### src/design/msd_pkg.sv
// ----------------------------------------------------------------------------
// msd_pkg: shared definitions of the multichannel sensor debouncer
// Field widths, register map, request codes and the lane control struct.
// ----------------------------------------------------------------------------
package msd_pkg;

    // Payload field widths.
    localparam int SENSOR_W   = 24;
    localparam int CODE_W     = 24;
    localparam int S_TDATA_W  = 24;
    localparam int M_TDATA_W  = 24;

    // Request kinds carried in s_tuser.
    localparam logic REQ_SCAN = 1'b0;
    localparam logic REQ_TICK = 1'b1;

    // Configuration port.
    localparam int APB_ADDR_W  = 4;
    localparam int APB_DATA_W  = 32;
    localparam int REG_INDEX_W = 2;
    localparam int CFG_COUNT_W = 16;

    localparam logic [REG_INDEX_W-1:0] REG_RELOAD = 2'd0;
    localparam logic [REG_INDEX_W-1:0] REG_STABLE = 2'd1;
    localparam logic [REG_INDEX_W-1:0] REG_ACTIVE = 2'd2;

    localparam logic [CFG_COUNT_W-1:0] RELOAD_RESET = 16'd20;
    localparam logic [CFG_COUNT_W-1:0] STABLE_RESET = 16'd1;
    localparam logic                   ACTIVE_RESET = 1'b0;

    // Per-transfer control broadcast to every lane.
    typedef struct packed {
        logic tick;
        logic scan;
        logic active_level;
    } lane_ctrl_t;

endpackage

### src/design/msd_lane.sv
// ----------------------------------------------------------------------------
// msd_lane: one debounce channel
// Holds the channel's countdown counter and its stable flag; a tick can age
// the counter, and a scan can update both.
// ----------------------------------------------------------------------------
module msd_lane #(
    parameter int COUNTER_WIDTH = 16
) (
    input  logic                     aclk,
    input  logic                     aresetn,
    input  msd_pkg::lane_ctrl_t      ctrl,
    input  logic                     level,
    input  logic [COUNTER_WIDTH-1:0] load_val,
    input  logic [COUNTER_WIDTH-1:0] floor_val,
    output logic                     stable_next
);
    import msd_pkg::*;

    logic [COUNTER_WIDTH-1:0] counter_reg;
    logic [COUNTER_WIDTH-1:0] counter_next;
    logic                     stable_reg;

    always_comb begin
        counter_next = counter_reg;
        stable_next  = stable_reg;
        if (ctrl.tick) begin
            if (counter_reg > floor_val) begin
                counter_next = counter_reg - COUNTER_WIDTH'(1);
            end
        end else if (ctrl.scan) begin
            if (level == ctrl.active_level) begin
                // A counter at zero is always reloaded, even when the floor is zero.
                if (counter_reg == '0) begin
                    counter_next = load_val;
                end else if (counter_reg == floor_val) begin
                    stable_next = 1'b1;
                end
            end else begin
                counter_next = '0;
                stable_next  = 1'b0;
            end
        end
    end

    always_ff @(posedge aclk) begin
        if (!aresetn) begin
            counter_reg <= '0;
            stable_reg  <= 1'b0;
        end else begin
            counter_reg <= counter_next;
            stable_reg  <= stable_next;
        end
    end

endmodule

### src/design/msd_merge.sv
// ----------------------------------------------------------------------------
// msd_merge: result merging and output buffering
// Gathers the lane flags into the debounced code, compares the flags with the
// last reported flags, and holds results in an output register plus a skid entry.
// ----------------------------------------------------------------------------
module msd_merge #(
    parameter int CHANNELS = 24
) (
    input  logic                           aclk,
    input  logic                           aresetn,
    input  logic                           scan_accept,
    input  logic [CHANNELS-1:0]            stable_next,
    output logic                           in_ready,
    output logic                           m_tvalid,
    input  logic                           m_tready,
    output logic [msd_pkg::M_TDATA_W-1:0]  m_tdata,
    output logic [0:0]                     m_tuser
);
    import msd_pkg::*;

    logic [CHANNELS-1:0] reported_reg;
    logic                changed;
    logic [CODE_W-1:0]   code;

    logic                out_valid_reg;
    logic [CODE_W-1:0]   out_code_reg;
    logic                out_changed_reg;
    logic                skid_valid_reg;
    logic [CODE_W-1:0]   skid_code_reg;
    logic                skid_changed_reg;
    logic                out_pop;

    // Channels above the code width still count toward the change flag.
    assign changed  = (stable_next != reported_reg);
    assign code     = CODE_W'(stable_next);
    assign out_pop  = out_valid_reg && m_tready;
    assign in_ready = !skid_valid_reg;

    always_ff @(posedge aclk) begin
        if (!aresetn) begin
            reported_reg <= '0;
        end else if (scan_accept) begin
            reported_reg <= stable_next;
        end
    end

    always_ff @(posedge aclk) begin
        if (!aresetn) begin
            out_valid_reg  <= 1'b0;
            skid_valid_reg <= 1'b0;
        end else if (skid_valid_reg) begin
            if (out_pop) begin
                skid_valid_reg <= 1'b0;
            end
        end else if (scan_accept) begin
            if (out_valid_reg && !m_tready) begin
                skid_valid_reg <= 1'b1;
            end else begin
                out_valid_reg <= 1'b1;
            end
        end else if (out_pop) begin
            out_valid_reg <= 1'b0;
        end
    end

    always_ff @(posedge aclk) begin
        if (skid_valid_reg) begin
            if (out_pop) begin
                out_code_reg    <= skid_code_reg;
                out_changed_reg <= skid_changed_reg;
            end
        end else if (scan_accept) begin
            if (out_valid_reg && !m_tready) begin
                skid_code_reg    <= code;
                skid_changed_reg <= changed;
            end else begin
                out_code_reg    <= code;
                out_changed_reg <= changed;
            end
        end
    end

    assign m_tvalid   = out_valid_reg;
    assign m_tdata    = M_TDATA_W'(out_code_reg);
    assign m_tuser[0] = out_changed_reg;

endmodule

### src/design/multichannel_sensor_debouncer_core.sv
// ----------------------------------------------------------------------------
// multichannel_sensor_debouncer_core: per-channel countdown debouncer
// Debounces CHANNELS sensor inputs; ticks age the counters, scans update
// them and return the debounced code with a change flag.
// ----------------------------------------------------------------------------
// The block takes one transfer per clock cycle, tick or scan, while s_tready
// is high; a scan's result is registered in the output register, or in the
// skid entry while the output is held. Every channel has its own lane with a
// counter, updated by compares and a load, clear or decrement. Results wait
// in the output register and one skid entry; s_tready falls only while both
// are full. Ticks produce no result transfer. Configuration is written at
// APB byte addresses 0 (reload count), 4 (stable count) and 8 (active level).
module multichannel_sensor_debouncer_core #(
    parameter int CHANNELS      = 24,
    parameter int COUNTER_WIDTH = 16
) (
    input  logic                            aclk,
    input  logic                            aresetn,
    // Input stream. s_tdata: sensor_levels[23:0]. s_tuser: req_type[0].
    input  logic                            s_tvalid,
    output logic                            s_tready,
    input  logic [msd_pkg::S_TDATA_W-1:0]   s_tdata,
    input  logic [0:0]                      s_tuser,
    // Result stream. m_tdata: debounced_code[23:0]. m_tuser: changed[0].
    output logic                            m_tvalid,
    input  logic                            m_tready,
    output logic [msd_pkg::M_TDATA_W-1:0]   m_tdata,
    output logic [0:0]                      m_tuser,
    // Configuration port.
    input  logic                            psel,
    input  logic                            penable,
    input  logic                            pwrite,
    input  logic [msd_pkg::APB_ADDR_W-1:0]  paddr,
    input  logic [msd_pkg::APB_DATA_W-1:0]  pwdata,
    output logic [msd_pkg::APB_DATA_W-1:0]  prdata,
    output logic                            pready
);
    import msd_pkg::*;

    logic [CFG_COUNT_W-1:0]   reload_count_reg;
    logic [CFG_COUNT_W-1:0]   stable_count_reg;
    logic                     active_level_reg;
    logic                     cfg_write;
    logic [REG_INDEX_W-1:0]   reg_index;

    logic                     in_accept;
    lane_ctrl_t               lane_ctrl;
    logic [COUNTER_WIDTH-1:0] load_val;
    logic [COUNTER_WIDTH-1:0] floor_val;
    logic [CHANNELS-1:0]      stable_next;

    // Configuration registers.
    assign pready    = 1'b1;
    assign cfg_write = psel && penable && pwrite && pready;
    assign reg_index = paddr[APB_ADDR_W-1:2];

    always_ff @(posedge aclk) begin
        if (!aresetn) begin
            reload_count_reg <= RELOAD_RESET;
            stable_count_reg <= STABLE_RESET;
            active_level_reg <= ACTIVE_RESET;
        end else if (cfg_write) begin
            case (reg_index)
                REG_RELOAD: reload_count_reg <= pwdata[CFG_COUNT_W-1:0];
                REG_STABLE: stable_count_reg <= pwdata[CFG_COUNT_W-1:0];
                REG_ACTIVE: active_level_reg <= pwdata[0];
                default: ;
            endcase
        end
    end

    always_comb begin
        case (reg_index)
            REG_RELOAD: prdata = APB_DATA_W'(reload_count_reg);
            REG_STABLE: prdata = APB_DATA_W'(stable_count_reg);
            REG_ACTIVE: prdata = APB_DATA_W'(active_level_reg);
            default:    prdata = '0;
        endcase
    end

    // Counts are cut or widened to the counter width where they are used.
    assign load_val  = COUNTER_WIDTH'(reload_count_reg);
    assign floor_val = COUNTER_WIDTH'(stable_count_reg);

    assign in_accept              = s_tvalid && s_tready;
    assign lane_ctrl.tick         = in_accept && (s_tuser[0] == REQ_TICK);
    assign lane_ctrl.scan         = in_accept && (s_tuser[0] == REQ_SCAN);
    assign lane_ctrl.active_level = active_level_reg;

    for (genvar ch = 0; ch < CHANNELS; ch++) begin : g_lane
        logic level;
        if (ch < SENSOR_W) begin : g_sensed
            assign level = s_tdata[ch];
        end else begin : g_unsensed
            // Channels beyond the sensor field always read low.
            assign level = 1'b0;
        end

        msd_lane #(
            .COUNTER_WIDTH (COUNTER_WIDTH)
        ) u_lane (
            .aclk        (aclk),
            .aresetn     (aresetn),
            .ctrl        (lane_ctrl),
            .level       (level),
            .load_val    (load_val),
            .floor_val   (floor_val),
            .stable_next (stable_next[ch])
        );
    end

    msd_merge #(
        .CHANNELS (CHANNELS)
    ) u_merge (
        .aclk        (aclk),
        .aresetn     (aresetn),
        .scan_accept (lane_ctrl.scan),
        .stable_next (stable_next),
        .in_ready    (s_tready),
        .m_tvalid    (m_tvalid),
        .m_tready    (m_tready),
        .m_tdata     (m_tdata),
        .m_tuser     (m_tuser)
    );

    // A stalled input means the skid entry is full, so the output must be too.
    a_stall_needs_full_output: assert property (
        @(posedge aclk) disable iff (!aresetn)
        !s_tready |-> m_tvalid
    ) else $error("input stalled while no result is pending");

    // A tick never creates a result transfer.
    a_tick_no_result: assert property (
        @(posedge aclk) disable iff (!aresetn)
        (lane_ctrl.tick && !m_tvalid) |=> !m_tvalid
    ) else $error("result appeared after a tick");

    // A scan into an empty output shows its result on the next cycle.
    a_scan_gives_result: assert property (
        @(posedge aclk) disable iff (!aresetn)
        (lane_ctrl.scan && !m_tvalid) |=> m_tvalid
    ) else $error("scan result missing");

endmodule

### config.mk
export PLATFORM = sky130hd
export DESIGN_NAME = multichannel_sensor_debouncer_core
export DESIGN_NICKNAME = d
export VERILOG_FILES = /design/src/design/msd_pkg.sv /design/src/design/msd_lane.sv /design/src/design/msd_merge.sv /design/src/design/multichannel_sensor_debouncer_core.sv
export SDC_FILE = /design/constraint.sdc
export NUM_CORES = 2
export LEC_CHECK = 0
export BUFFER_PORTS_ARGS = -buffer_cell sky130_fd_sc_hd__buf_4
export CAP_MARGIN = 10
export CORE_MARGIN = 5
export CORE_UTILIZATION = 40
export DETAILED_ROUTE_END_ITERATION = 16
export GPL_ROUTABILITY_DRIVEN = 0
export GPL_TIMING_DRIVEN = 0
export REMOVE_ABC_BUFFERS = 1
export SLEW_MARGIN = 20
export SYNTH_ARGS = -nofsm -noshare
export SYNTH_HDL_FRONTEND = slang
export SYNTH_SLANG_ARGS = --single-unit
### constraint.sdc
create_clock -name aclk -period 9.7 [get_ports aclk]
set_input_delay 1.94 -clock aclk [delete_from_list [all_inputs] [get_ports aclk]]
set_output_delay 1.94 -clock aclk [all_outputs]
set_load 0.01 [all_outputs]
==> flow_summary_export.csv <==
group,metric,value,unit
run_status,outcome,"finished, final reports clean",
yosys,synth_edf_count,50,
yosys,async_flop_share,0,%
global_routing,grt_pass1_wl,223.3,mm
power_and_ir_drop,power_frac_seq,27.8,%
detailed_routing,wirelength,149.9,mm
worst_setup_path,r2r_slack,4.71,ns
floorplan,dieArea,0.1020,sq mm
timing,rsz0062_at_grt,"false",
yosys,ys.flop_type,"dfxtp_1",
global_routing,grt_overflow,0,
power_and_ir_drop,comb_power_share,49.5,%
detailed_routing,viasPerCell,6.393,
detailed_routing,drtIter0Drc,4306,
worst_setup_path,end_kind,"register",
floorplan,core,0.09501,sq mm
global_routing,track_usage,27.85,%
cells_and_area,largest_register_ffs,384,
cells_and_area,nNetsFinal,5249,
worst_setup_path,reg2reg_depth,12,
power_and_ir_drop,power.switching,4846,uW
floorplan,die_x,319.4,microns
timing,setup_viol,0,
worst_setup_path,r2r_end,"u_merge.m_tuser",
clocking,clockRootBuffer,"clkbuf_16",
yosys,synth_cells,4846,
clocking,clk_path_buf_depth,3,
clocking,cts_setup_buffers,0,
timing,finalCriticalPeriod,5.747,ns
power_and_ir_drop,cellLeakagePower,0.01703,uW
floorplan,die-height,319.4,microns
yosys,yosys_warnings,0,
global_routing,grt_max_degree,101,
clocking,cts_buffers,66,
global_routing,antenna_found_initial,1,
yosys,syn_avg_cell_area,7.902,sq um
detailed_routing,drc_errors,0,
yosys,ys_types,98,
timing,fmax,174.0,MHz
timing,max-slew-margin-rel,24.81,%
min_path,hold_path_depth,2,
floorplan,ios,128,
power_and_ir_drop,power_density,259.9,mW/mm^2
detailed_routing,wl_per_cell,24.62,microns
place,port_buffers,92,
clocking,htree_levels,3,
timing,worstMarginPinSlew,1.128,ns
yosys,ys_seq_area_share,28.34,%
run,maxCapViolCount,0,
clocking,cts.clk_slew.worst_paths,0.06,ns
clocking,clk_latency,0.61,ns
power_and_ir_drop,internal-power,6370,uW
worst_setup_path,path_class,"input port to register",
min_path,hold_end,"floor_val[15]",
detailed_routing,num_vias,38924,
power_and_ir_drop,ir_drop,0.0001214,V
worst_setup_path,rr_startpoint,"floor_val[15]",
timing,tns,0,ns
floorplan,initial_core_util,40.30,%
clocking,postCtsHoldBufs,0,
min_path,hp-start,"floor_val[15]",
cells_and_area,synthToLayoutAreaGrowth,12.70,%
power_and_ir_drop,pwr-share-clk,22.7,%
cells_and_area,drive_gt1_share,8.024,%
global_routing,grt_pass1_vias,35358,
yosys,synth_top_cell_area_share,24.41,%
yosys,synth_seq_cells,517,
timing,final-hold-violation-count,0,
clocking,cts_resized,0,
floorplan,rows,113,
yosys,synth.area.top_cells,"dfxtp_1 (24%), ha_1 (13%), a21oi_1 (5.8%)",
yosys,netlist_area,0.03829,sq mm
place,dpl-instance-area,0.04098,sq mm
yosys,synth_area_leader_cell,"dfxtp_1",
detailed_routing,firstDrtPassIters,6,
yosys,synth_most_common_cell,"nor2_1",
yosys,synth_common_cells,"nor2_1 (537), dfxtp_1 (467), a21oi_1 (443)",
detailed_routing,ant_nets,0,
clocking,clkSinkCount,517,
worst_setup_path,required,10.05,ns
worst_setup_path,cp.arrival,6.10,ns
cells_and_area,design_area,0.04316,sq mm
timing,fin_crit_sh,59.25,%
worst_setup_path,critPathLaunchType,"input port",
timing,fin_skew,0.02229,ns
worst_setup_path,critical_path.max_fanout,46,
timing,slew_violations,0,
clocking,tritoncts,"done",
min_path,min_path_type,"register to register",
power_and_ir_drop,p_sw_share,43.20,%
place,dp_hpwl,93.92,mm
power groups by stage:
stage / Clock, uW / Combinational (uW) / Sequential [uW]
after floorplan: 0 / 4230 / 2990
after global placement: 0 / 5290 / 3150
after detailed placement: 0 / 5420 / 3140
after CTS: 2580 / 5460 / 3100
after global routing: 2660 / 6200 / 3180
final: 2550 / 5550 / 3120
worst max-delay path: stages:
cell and delay (ns):
buf_4 0.33, or3b_4 0.67, buf_12 0.24, o21ai_0 0.48
o2111ai_1 0.25, a211oi_1 0.29, nand4_1 0.14, nor4_1 0.51
nand4_1 0.20, or4_4 0.63, mux2_4 0.28
routing by layer:
layer | track usage [%] | wire length [microns] | vias up
li1 | - | - | 17983
met1 | 40.70 | 66990 | 18741
met2 | 40.96 | 61470 | 1888
met3 | 4.788 | 15110 | 312
met4 | 10.48 | 6360 | 0
met5 | 0 | 0 | -
logic make-up after synthesis:
logic type | after synthesis | share of synthesized area (%)
AOI/OAI and AO/OA | 1475 | 25.34
xor gates and xnor gates | 182 | 4.163
adders and majority gates | 408 | 13.33
buffers and inverters | 424 | 4.378
DFF | 517 | 28.34
muxes | 69 | 1.866
other | 2 | 0.01961
and+or+nand+nor | 1769 | 22.57
area by class of cell:
cell class	count	area, sq um
Fill cell	9375	51850
Multi-Input combinational cell	3920	26070
Sequential cell	517	10900
Timing Repair Buffer	152	1946
Clock buffer	95	1924
Tap cell	1265	1583
Inverter	116	473.0
Clock inverter	23	251.5
Antenna cell	1	2.502
metrics by stage:
stage	instances	setup slack (ns)	hold slack (ns)	total power [uW]	util, %
2_1_floorplan	4553	-4.743	0.4481	7212	-
3_3_place_gp	5910	-24.20	0.4546	8446	41.45
3_5_place_dp	5970	3.474	0.4788	8562	43.13
4_1_cts	6088	4.101	0.4872	11140	45.42
5_1_grt	6088	3.993	0.5183	12040	45.42
6_report	6089	3.953	0.4879	11220	45.42
worst max-delay path by stage:
stage          slack, ns     start  depth (start not counted)                                 to
6_report            3.95   s_tuser                         11                    u_merge.m_tuser
5_1_grt             3.99   s_tuser                         13                    u_merge.m_tuser
4_1_cts             4.10   s_tuser                         11                    u_merge.m_tuser
3_5_place_dp        3.47   s_tuser                         11                    u_merge.m_tuser
3_3_place_gp      -24.20   s_tuser                          6    g_lane[2].u_lane.counter_reg[0]
2_1_floorplan      -4.74  s_tvalid                          6  g_lane[22].u_lane.counter_reg[14]
cells in the final DEF, fill, tap and decap left out, types with 86 or more instances in the layout:
master    instances
a21oi_1         438
a211oi_1        142
ha_1            408
dfxtp_1         448
nor3_1          201
nor2_1          533
nor2b_1          86
buf_4            93
inv_1            97
xor2_1           98
nand4_1         105
o21ai_0         192
nand2_1         395
Power figures use the tool's default switching activity.
